**config.mk**
```make
export PLATFORM = sky130hd
export DESIGN_NAME = access_unit_boundary_finder
export DESIGN_NICKNAME = d
export VERILOG_FILES = /design/src/aubf_pkg.sv /design/src/aubf_front.sv /design/src/aubf_queue.sv /design/src/aubf_back.sv /design/src/access_unit_boundary_finder.sv
export SDC_FILE = /design/constraint.sdc
export NUM_CORES = 1
export LEC_CHECK = 0
export BUFFER_PORTS_ARGS = -buffer_cell sky130_fd_sc_hd__buf_2
export CAP_MARGIN = 5
export CORE_MARGIN = 2
export CORE_UTILIZATION = 55
export CTS_CLUSTER_DIAMETER = 40
export DETAILED_ROUTE_END_ITERATION = 10
export PLACE_DENSITY = 0.72
export RECOVER_POWER = 100
export REMOVE_ABC_BUFFERS = 1
export SLEW_MARGIN = 40
export SYNTH_ARGS = -nofsm -noshare
export SYNTH_HDL_FRONTEND = slang
export SYNTH_HIERARCHICAL = 1
export SYNTH_SLANG_ARGS = --single-unit
```
**constraint.sdc**
```tcl
create_clock -name clk -period 20.7 [get_ports clk]
set_clock_uncertainty 0.2 [all_clocks]
set_input_delay 0 -clock clk [delete_from_list [all_inputs] [get_ports clk]]
set_output_delay 0 -clock clk [all_outputs]
set_load 0.005 [all_outputs]
```
**src/aubf_pkg.sv**
```systemverilog
// Shared types and constants of the access unit boundary finder.
// No dependencies; used by every module of the block.
`timescale 1ns / 1ps

package aubf_pkg;

  localparam int LEN_BITS    = 24;
  localparam int QUEUE_DEPTH = 4;
  localparam int WIN_BYTES   = 6;

  typedef logic [LEN_BITS-1:0] len_t;
  typedef logic [WIN_BYTES-1:0][7:0] window_t;

  // NAL unit types that take part in the boundary rules
  localparam logic [4:0] NAL_NON_IDR = 5'd1;
  localparam logic [4:0] NAL_IDR     = 5'd5;
  localparam logic [4:0] NAL_SPS     = 5'd7;
  localparam logic [4:0] NAL_PPS     = 5'd8;
  localparam logic [4:0] NAL_AUD     = 5'd9;

  typedef struct packed {
    logic [7:0] data_byte;
    logic       last;
  } in_item_t;

  typedef struct packed {
    len_t unit_length;
    logic found_boundary;
    logic param_set_seen;
    len_t param_set_offset;
    len_t param_set_length;
  } out_item_t;

  // one queued item: the six-byte window ending at this byte and its position
  typedef struct packed {
    window_t win;
    len_t    pos;
    logic    last;
    logic    scan_full;
    logic    scan_tail;
  } entry_t;

endpackage

```
**src/aubf_front.sv**
```systemverilog
// Front end: takes stream bytes, keeps the byte window and position count,
// and hands one classified entry per byte to the queue. Uses aubf_pkg.
`timescale 1ns / 1ps

module aubf_front (
  input  logic              clk,
  input  logic              rst_n,
  input  logic              push,
  input  aubf_pkg::in_item_t in_data,
  input  logic              q_full,
  output logic              q_wr,
  output aubf_pkg::entry_t  q_entry
);

  localparam aubf_pkg::len_t LEN_MAX = '1;

  aubf_pkg::window_t win_r, win_nxt;
  aubf_pkg::len_t    pos_r, pos_nxt;

  always_comb begin
    for (int i = 0; i < aubf_pkg::WIN_BYTES - 1; i++) begin
      win_nxt[i] = win_r[i+1];
    end
    win_nxt[aubf_pkg::WIN_BYTES-1] = in_data.data_byte;
    // position saturates at the top of its range
    pos_nxt = (pos_r == LEN_MAX) ? pos_r : pos_r + aubf_pkg::len_t'(1);
  end

  assign q_wr = push && !q_full;

  always_comb begin
    q_entry.win       = win_nxt;
    q_entry.pos       = pos_nxt;
    q_entry.last      = in_data.last;
    q_entry.scan_full = pos_nxt >= aubf_pkg::len_t'(6);
    // on the last byte one more position is scanned with a zero byte appended
    q_entry.scan_tail = in_data.last && (pos_nxt >= aubf_pkg::len_t'(5));
  end

  always_ff @(posedge clk) begin
    if (!rst_n) begin
      win_r <= '0;
      pos_r <= '0;
    end else if (q_wr) begin
      if (in_data.last) begin
        win_r <= '0;
        pos_r <= '0;
      end else begin
        win_r <= win_nxt;
        pos_r <= pos_nxt;
      end
    end
  end

endmodule

```
**src/aubf_queue.sv**
```systemverilog
// Short register queue between front and back end.
// Holds aubf_pkg::entry_t items; depth set by parameter.
`timescale 1ns / 1ps

module aubf_queue #(
  parameter int DEPTH = aubf_pkg::QUEUE_DEPTH
) (
  input  logic             clk,
  input  logic             rst_n,
  input  logic             wr_en,
  input  aubf_pkg::entry_t wr_data,
  output logic             full,
  output logic             rd_valid,
  input  logic             rd_en,
  output aubf_pkg::entry_t rd_data
);

  localparam int PTR_W = (DEPTH > 1) ? $clog2(DEPTH) : 1;
  localparam int CNT_W = $clog2(DEPTH + 1);

  aubf_pkg::entry_t mem_r [DEPTH];
  logic [PTR_W-1:0] wr_ptr_r, wr_ptr_nxt, rd_ptr_r, rd_ptr_nxt;
  logic [CNT_W-1:0] count_r, count_nxt;
  logic             do_wr, do_rd;

  assign full     = count_r == CNT_W'(DEPTH);
  assign rd_valid = count_r != '0;
  assign rd_data  = mem_r[rd_ptr_r];
  assign do_wr    = wr_en && !full;
  assign do_rd    = rd_en && rd_valid;

  always_comb begin
    wr_ptr_nxt = wr_ptr_r;
    rd_ptr_nxt = rd_ptr_r;
    if (do_wr) begin
      wr_ptr_nxt = (wr_ptr_r == PTR_W'(DEPTH - 1)) ? '0 : wr_ptr_r + PTR_W'(1);
    end
    if (do_rd) begin
      rd_ptr_nxt = (rd_ptr_r == PTR_W'(DEPTH - 1)) ? '0 : rd_ptr_r + PTR_W'(1);
    end
    case ({do_wr, do_rd})
      2'b10: count_nxt = count_r + CNT_W'(1);
      2'b01: count_nxt = count_r - CNT_W'(1);
      default: count_nxt = count_r;
    endcase
  end

  always_ff @(posedge clk) begin
    if (!rst_n) begin
      wr_ptr_r <= '0;
      rd_ptr_r <= '0;
      count_r  <= '0;
    end else begin
      wr_ptr_r <= wr_ptr_nxt;
      rd_ptr_r <= rd_ptr_nxt;
      count_r  <= count_nxt;
    end
  end

  always_ff @(posedge clk) begin
    if (do_wr) begin
      mem_r[wr_ptr_r] <= wr_data;
    end
  end

endmodule

```
**src/aubf_back.sv**
```systemverilog
// Back end: runs the start code scan and boundary rules on queued entries
// and holds the result register. Uses aubf_pkg.
`timescale 1ns / 1ps

module aubf_back (
  input  logic                clk,
  input  logic                rst_n,
  input  logic                q_valid,
  input  aubf_pkg::entry_t    q_entry,
  output logic                q_pop,
  output logic                empty,
  input  logic                pop,
  output aubf_pkg::out_item_t out_data
);

  typedef struct packed {
    logic [1:0]     skip;
    logic [1:0]     sps;
    logic [1:0]     pps;
    logic [1:0]     idr;
    logic [1:0]     nonidr;
    logic [1:0]     aud;
    aubf_pkg::len_t sps_start;
    aubf_pkg::len_t sps_span;
  } scan_state_t;

  typedef struct packed {
    scan_state_t st;
    logic        fired;
  } scan_res_t;

  function automatic logic [1:0] sat_inc(input logic [1:0] x);
    return (x == 2'd3) ? x : x + 2'd1;
  endfunction

  // one scan position; w holds the bytes at r .. r+5
  function automatic scan_res_t scan_at(input scan_state_t s, input aubf_pkg::window_t w,
                                        input aubf_pkg::len_t r);
    scan_res_t      res;
    logic           four, three, c;
    logic [4:0]     nal;
    aubf_pkg::len_t payload;
    res.st    = s;
    res.fired = 1'b0;
    four  = (w[0] == 8'h00) && (w[1] == 8'h00) && (w[2] == 8'h00) && (w[3] == 8'h01);
    three = !four && (w[0] == 8'h00) && (w[1] == 8'h00) && (w[2] == 8'h01);
    nal   = four ? w[4][4:0] : w[3][4:0];
    // first_mb_in_slice is zero when its ue(v) code starts with a one
    c     = four ? w[5][7] : w[4][7];
    payload = r + (four ? aubf_pkg::len_t'(4) : aubf_pkg::len_t'(3));
    if (s.skip != 2'd0) begin
      res.st.skip = s.skip - 2'd1;
    end else if (four || three) begin
      case (nal)
        aubf_pkg::NAL_NON_IDR: begin
          res.st.nonidr = sat_inc(s.nonidr);
          res.fired = c && ((s.idr != 2'd0) || (res.st.nonidr >= 2'd2));
        end
        aubf_pkg::NAL_IDR: begin
          res.st.idr = sat_inc(s.idr);
          res.fired = c && ((s.nonidr != 2'd0) || (res.st.idr >= 2'd2));
        end
        aubf_pkg::NAL_SPS: begin
          res.st.sps_start = payload;
          res.st.sps = sat_inc(s.sps);
          res.fired = (s.nonidr != 2'd0) || (s.idr != 2'd0) || (res.st.sps == 2'd2);
        end
        aubf_pkg::NAL_PPS: begin
          res.st.pps = sat_inc(s.pps);
          if ((res.st.pps == 2'd1) && (s.sps == 2'd1)) begin
            res.st.sps_span = r - s.sps_start;
          end
          res.fired = (s.nonidr != 2'd0) || (s.idr != 2'd0);
        end
        aubf_pkg::NAL_AUD: begin
          res.st.aud = sat_inc(s.aud);
          res.fired = res.st.aud == 2'd2;
        end
        default: res.fired = 1'b0;
      endcase
      if (!res.fired) begin
        res.st.skip = 2'd3;
      end
    end
    return res;
  endfunction

  scan_state_t         st_r, st_mid, st_end;
  logic                decided_r;
  logic                out_valid_r;
  aubf_pkg::out_item_t out_data_r, result;
  scan_res_t           res_full, res_tail;
  aubf_pkg::window_t   win_tail;
  aubf_pkg::len_t      r_full, r_tail;
  logic                fired_full, fired_tail, emit;

  assign q_pop    = q_valid && (!out_valid_r || pop);
  assign empty    = !out_valid_r;
  assign out_data = out_data_r;

  always_comb begin
    r_full = q_entry.pos - aubf_pkg::len_t'(6);
    r_tail = q_entry.pos - aubf_pkg::len_t'(5);
    for (int i = 0; i < aubf_pkg::WIN_BYTES - 1; i++) begin
      win_tail[i] = q_entry.win[i+1];
    end
    win_tail[aubf_pkg::WIN_BYTES-1] = 8'h00;

    res_full   = scan_at(st_r, q_entry.win, r_full);
    fired_full = q_entry.scan_full && res_full.fired;
    st_mid     = q_entry.scan_full ? res_full.st : st_r;

    // tail scan sees the state left by the full-window scan
    res_tail   = scan_at(st_mid, win_tail, r_tail);
    fired_tail = !fired_full && q_entry.scan_tail && res_tail.fired;
    st_end     = (!fired_full && q_entry.scan_tail) ? res_tail.st : st_mid;

    emit = !decided_r && (fired_full || fired_tail || q_entry.last);

    result.unit_length      = fired_full ? r_full : (fired_tail ? r_tail : q_entry.pos);
    result.found_boundary   = fired_full || fired_tail;
    result.param_set_seen   = st_end.sps != 2'd0;
    result.param_set_offset = (st_end.sps != 2'd0) ? st_end.sps_start : '0;
    result.param_set_length = (st_end.sps != 2'd0) ? st_end.sps_span : '0;
  end

  always_ff @(posedge clk) begin
    if (!rst_n) begin
      st_r        <= '0;
      decided_r   <= 1'b0;
      out_valid_r <= 1'b0;
    end else begin
      if (q_pop) begin
        if (q_entry.last) begin
          st_r      <= '0;
          decided_r <= 1'b0;
        end else if (!decided_r) begin
          st_r      <= st_end;
          decided_r <= fired_full || fired_tail;
        end
      end
      if (q_pop && emit) begin
        out_valid_r <= 1'b1;
      end else if (pop) begin
        out_valid_r <= 1'b0;
      end
    end
  end

  always_ff @(posedge clk) begin
    if (q_pop && emit) begin
      out_data_r <= result;
    end
  end

endmodule

```
**src/access_unit_boundary_finder.sv**
```systemverilog
// Top level of the access unit boundary finder: front end, queue, back end.
// Depends on aubf_pkg, aubf_front, aubf_queue and aubf_back.
//
//   channel   ports                          item
//   input     push, full, in_data            one stream byte, last flag
//   result    empty, pop, out_data           one result per call
//
// One byte is taken every cycle while full is low; the front end registers
// the window and position, the back end scans up to two positions per entry.
// A result passes through the queue and the result register to the result ports.
// full rises when QUEUE_DEPTH entries wait, i.e. when the result register is
// held by a stalled pop. Synchronous reset clears window, counts and queue.
`timescale 1ns / 1ps

module access_unit_boundary_finder #(
  parameter int QUEUE_DEPTH = aubf_pkg::QUEUE_DEPTH
) (
  input  logic                clk,
  input  logic                rst_n,
  input  logic                push,
  output logic                full,
  input  aubf_pkg::in_item_t  in_data,
  output logic                empty,
  input  logic                pop,
  output aubf_pkg::out_item_t out_data
);

  logic             q_wr, q_full, q_valid, q_pop;
  aubf_pkg::entry_t q_wr_entry, q_rd_entry;

  assign full = q_full;

  aubf_front u_front (
    .clk     (clk),
    .rst_n   (rst_n),
    .push    (push),
    .in_data (in_data),
    .q_full  (q_full),
    .q_wr    (q_wr),
    .q_entry (q_wr_entry)
  );

  aubf_queue #(
    .DEPTH (QUEUE_DEPTH)
  ) u_queue (
    .clk      (clk),
    .rst_n    (rst_n),
    .wr_en    (q_wr),
    .wr_data  (q_wr_entry),
    .full     (q_full),
    .rd_valid (q_valid),
    .rd_en    (q_pop),
    .rd_data  (q_rd_entry)
  );

  aubf_back u_back (
    .clk      (clk),
    .rst_n    (rst_n),
    .q_valid  (q_valid),
    .q_entry  (q_rd_entry),
    .q_pop    (q_pop),
    .empty    (empty),
    .pop      (pop),
    .out_data (out_data)
  );

endmodule

```
---- Yosys cells after proc, flatten, opt, wreduce, memory -nomap -nowiden ----
Memory sizes are Yosys's and may differ from the RTL's. A register that Yosys moved wholly into a read port is not among the register bits.
Index checks and enable logic that the tools add are counted.
operators by class
  add/subtract/negate cells ............... 23
  order comparisons ....................... 6
  equality and inequality tests ........... 38
  muxes and demuxes ....................... 66
  reductions and logical operators ........ 62
operators with widths
  operator                                               number
  two-way mux 24 bit                                     10
  two-way mux 60 bit                                     4
  two-way mux 61 bit                                     2
  two-way mux 59 bit                                     2
  two-way mux 2 bit                                      28
  adder 24 bit                                           2
  >= comparator 24 x 3 -> 1 bit (second input constant)  2
  two-way mux 48 bit                                     1
  subtractor 24 bit                                      2
  subtractor 24 x 3 -> 24 bit (second input constant)    2
  equality test 2 bit (second input constant)            17
  zero test 8 bit                                        4
  logical AND 1 bit                                      28
  adder 2 x 1 -> 2 bit (second input constant)           12
  adder 24 x 1 -> 24 bit (second input constant)         1
  equality test 24 bit (second input constant)           1
  equality test 8 x 1 -> 1 bit (second input constant)   3
  equality test 5 x 3 -> 1 bit (second input constant)   4
  equality test 5 x 4 -> 1 bit (second input constant)   4
  nonzero test 2 bit                                     9
  logical OR 1 bit                                       13
  two-way mux 1 bit                                      12
  equality test 2 x 1 -> 1 bit (second input constant)   5
  equality test 5 x 1 -> 1 bit (second input constant)   2
  13 further kinds                                       25
word-level totals
  bits in registers ....................... 207
  bits in writable memories ............... 300
  bits of input ports ..................... 13
  output and inout port bits .............. 76
  logic and storage cells ................. 220
  memories kept ........................... 1
memories
  name           words  width  read ports  clocked after memory_dff  wr ports  line              text
  u_queue.mem_r  4      75     1           1                         1         aubf_queue.sv:21  aubf_pkg::entry_t mem_r [DEPTH];

---- Longest topological paths before layout ----
  word-level depth ........................ 32
  mapped depth ............................ 27
  depth with buffers taken out ............ 25

---- By module ----
The synthesis kept the hierarchy.
modules (own cells, without submodules)
  module      times used  cells an instance  area each (µm²)  seq. area each (µm²)
  aubf_queue  1           447                11307.1          9188.8
  aubf_back   1           1382               11148.2          3463.3
  aubf_front  1           415                3538.4           1281.2

---- Worst setup path before layout ----
OpenSTA, ideal clock, no wires.
  path kind ............................... register to register
  start ................................... register (tool-made name)
  end ..................................... register u_back.out_data_r (netlist bit u_back/out_data[0]), enable pin
  library setup time ...................... 0.616 ns
  arrival ................................. 9.401 ns
  required time ........................... 19.884 ns
  setup slack ............................. 10.483 ns
  stages on the path, launching flop included .. 14
  path buffers ............................ 4
  clock period less this slack ............ 10.217 ns
  cell sequence ........................... dfxtp_1 buf_6 buf_6 mux4_2 nor4_1 and4_1 clkbuf_1 a41oi_1 or4_1 o21a_1 a311oi_1 a21oi_1 clkbuf_1 a211oi_1
RTL lines
  what                    line              text
  end signal: assignment  aubf_back.sv:152  out_data_r <= result;
  end: declaration        aubf_back.sv:91   aubf_pkg::out_item_t out_data_r, result;

==> flow_metrics.py <==
metrics = {
    "run_status": {
        "status": "complete, but fails checks",
        "violations": "capacitance limit, slew limit",
    },
    "yosys": {
        "ys_warn_count": 6,
        "syn-cell-area_um2": 25690,
        "netlist_instances": 2232,
        "syn_avg_cell_area_um2": 11.51,
    },
    "setup_path": {
        "cp-endpoint": "u_back/out_data[44]",
        "end_kind": "register",
        "slowest_delay_ns": 2.83,
        "crit_type": "register to register",
        "crit_path_cell_trace": "clkbuf_1, mux4_2, or4_1, nor3_1, and4_1, inv_1, o21ai_0, a311o_1, o21ai_0, nand3_1, a21oi_1, clkbuf_1, a211oi_4, clkbuf_1",
        "critPathLaunchType": "register",
        "critPathTopFamily": "buffers and inverters",
        "required_ns": 20.61,
        "critical_path.most_common_cell": "clkbuf_1",
        "slowest_stage": "clkbuf_1",
        "reg2reg_depth": 14,
        "path_buf_inv": 4,
        "r2r_end": "u_back/out_data[44]",
        "arrival_ns": 12.49,
        "rrSetupSlack_ns": 8.11,
        "crit_fanout": 74,
        "cp.depth": 14,
    },
    "detailed_routing": {
        "wire_per_inst_um": 21.73,
        "drc": 0,
        "routed_wl_um": 64810,
        "drt-initial-drc-count": 1698,
        "dr.pass1.iters": 5,
        "routed_via_density": 6.172,
        "ant_nets": 0,
        "vias": 18410,
    },
    "cells_and_area": {
        "final_area_um2": 29020,
        "syn_to_final_growth_pct": 12.95,
        "n_antenna_cell": 0,
        "fill_cells": 3587,
        "fin_util": 0.6260,
        "drive_gt1_frac": 0.1040,
        "nets": 2406,
    },
    "grt": {
        "gr-usage-all-layers": 0.2713,
        "grt_overflow": 0,
        "grt_max_degree": 75,
        "grt_pass1_vias": 18120,
        "grt_pass1_wl_um": 101500,
        "antenna_found_initial": 0,
    },
    "sta": {
        "fin_setup_tns_ns": 0,
        "rsz0062_at_grt": "false",
        "max_slew_margin": -1.697,
        "hold_viol_final": 0,
        "setup_violations": 0,
        "tightest_slew_ns": 4.046,
        "post-route-min-period_ns": 12.59,
        "fmaxAchievable_mhz": 79.46,
        "finalCritPeriodShare": 0.6080,
        "slew_viol_final": 727,
    },
    "cts": {
        "cts_sinks": 501,
        "cts_setup_buffers": 0,
        "clockBufferDepth": 3,
        "clk_pin_slew_ns": 0.06,
        "root_buffer": "clkbuf_16",
        "cts_buffers": 69,
        "cts_max_level": 3,
        "clkLatencyLatePin_ns": 0.63,
        "tritoncts": "yes",
    },
    "run": {
        "cap_violations": 16,
    },
    "die": {
        "die_y_um": 220.1,
        "io-pin-count": 89,
        "start_util": 0.5542,
        "rows": 79,
        "die_area_um2": 48460,
        "core_area_um2": 46360,
        "die_w_um": 220.1,
    },
    "placed_design": {
        "dp_hpwl_um": 43540,
        "placed_area_um2": 26600,
        "gp_routability_congestion": 0.9623,
        "portBuffers": 88,
    },
    "worst_hold_path": {
        "hold_class": "input pin to register",
        "min_from": "in_data[1]",
        "whs_path_depth": 4,
    },
    "power": {
        "peakVddDrop_mv": 0.08903,
        "leakage_uw": 0.009675,
        "pwr_density_cell_nw_per_um2": 137.1,
    },
}
==> how the worst min path moves through the flow <==
stage	endpoint	slack (ns)
after floorplan	u_queue/mem_r[0][2]	-0.10
after global placement	u_queue/mem_r[0][69]	0.03
after detailed placement	u_queue/mem_r[2][69]	0.04
after CTS	u_front/q_entry[62]	0.008
after global routing	u_front/q_entry[59]	0.04
final	u_front/q_entry[59]	0.03
==> tightest hold or removal path, delay by kind of cell <==
kind | cells | cell delay [ns]
and+or+nand+nor | 1 | 0.08
AOI/OAI and AO/OA | 1 | 0.08
buffers and inverters | 2 | 0.65
==> layout make-up <==
cell class,instances,area [um^2],share of cell area
well taps,607,759.5,0.02617
clock inverters,47,620.6,0.02138
repair buffers,140,740.7,0.02552
clock buffers,81,1843,0.06351
inverters,84,315.3,0.01086
flip-flops and latches,501,13700,0.4720
multi-input cells,1523,11050,0.3806
==> sequential cells by signal (all words and copies together), names as in the netlist, named ones only <==
register and cells:
u_back/out_valid_r 1, u_queue/mem_r 292, u_queue/wr_ptr_r 2, u_back/decided_r 1, u_front/q_entry 40, u_front/pos_r 24
u_queue/count_r 3, u_queue/rd_ptr_r 2, u_back/st_r 60, u_back/out_data 74
==> repair_timing <==
action	4_1_cts	5_1_grt
gates resized for setup	0	0
endpoints found under the hold margin	102	0
hold buffers	24	0
==> report_power, final <==
| part | leakage [uW] | total [uW] | switching [uW] | internal (uW) |
|---|---|---|---|---|
| logic | 0.00406 | 1430 | 907 | 528 |
| clock network | 0.00119 | 1220 | 485 | 738 |
| registers | 0.00443 | 1320 | 52.2 | 1270 |
| total | 0.00968 | 3980 | 1440 | 2530 |
==> routing by layer <==
layer  share of wire  track usage
met5               0            0
met4           0.032      0.09597
met3           0.062      0.04399
met2            0.49       0.4581
met1            0.42       0.3567
==> placed cells by master, fill, tap and decap left out, types with 8 or more instances in the layout <==
| master | count |
|---|---|
| and3_1 | 15 |
| nand3b_1 | 46 |
| a22oi_1 | 30 |
| xor2_1 | 55 |
| a21o_1 | 21 |
| nor2b_1 | 34 |
| nand4_1 | 18 |
| edfxtp_1 | 366 |
| mux2i_1 | 23 |
| and2_1 | 18 |
| o22ai_1 | 24 |
| inv_6 | 8 |
| and2_0 | 13 |
| o211ai_1 | 25 |
| buf_4 | 12 |
| a21oi_1 | 97 |
| a31oi_1 | 13 |
| nor3_1 | 50 |
| ha_1 | 69 |
| xnor2_1 | 91 |
| dlygate4sd3_1 | 24 |
| nand2_1 | 203 |
| a211oi_1 | 11 |
| o21ai_0 | 116 |
| a21boi_0 | 52 |
| or3_1 | 23 |
| clkbuf_1 | 94 |
| o21a_1 | 10 |
| nor2_1 | 151 |
| buf_2 | 16 |
| dfxtp_1 | 134 |
| nand2b_1 | 21 |
| clkbuf_16 | 70 |
| nor4_1 | 33 |
| nand3_1 | 38 |
| inv_1 | 83 |
| mux4_2 | 73 |
| or4_1 | 13 |
==> metrics by stage <==
stage / cells / worst slack [ns] / total power [uW] / hold WS [ns]
detailed placement: 2831 / 12.38 / 2739 / 0.04037
global route: 2983 / 6.785 / 4183 / 0.04220
global placement: 2831 / 12.05 / 2713 / 0.03221
CTS: 2983 / 12.28 / 3973 / 0.007632
floorplan: 2108 / 8.020 / 2335 / -0.1011
finish: 2983 / 8.114 / 3978 / 0.03174
No activity file was read; power rests on OpenSTA's default activity.
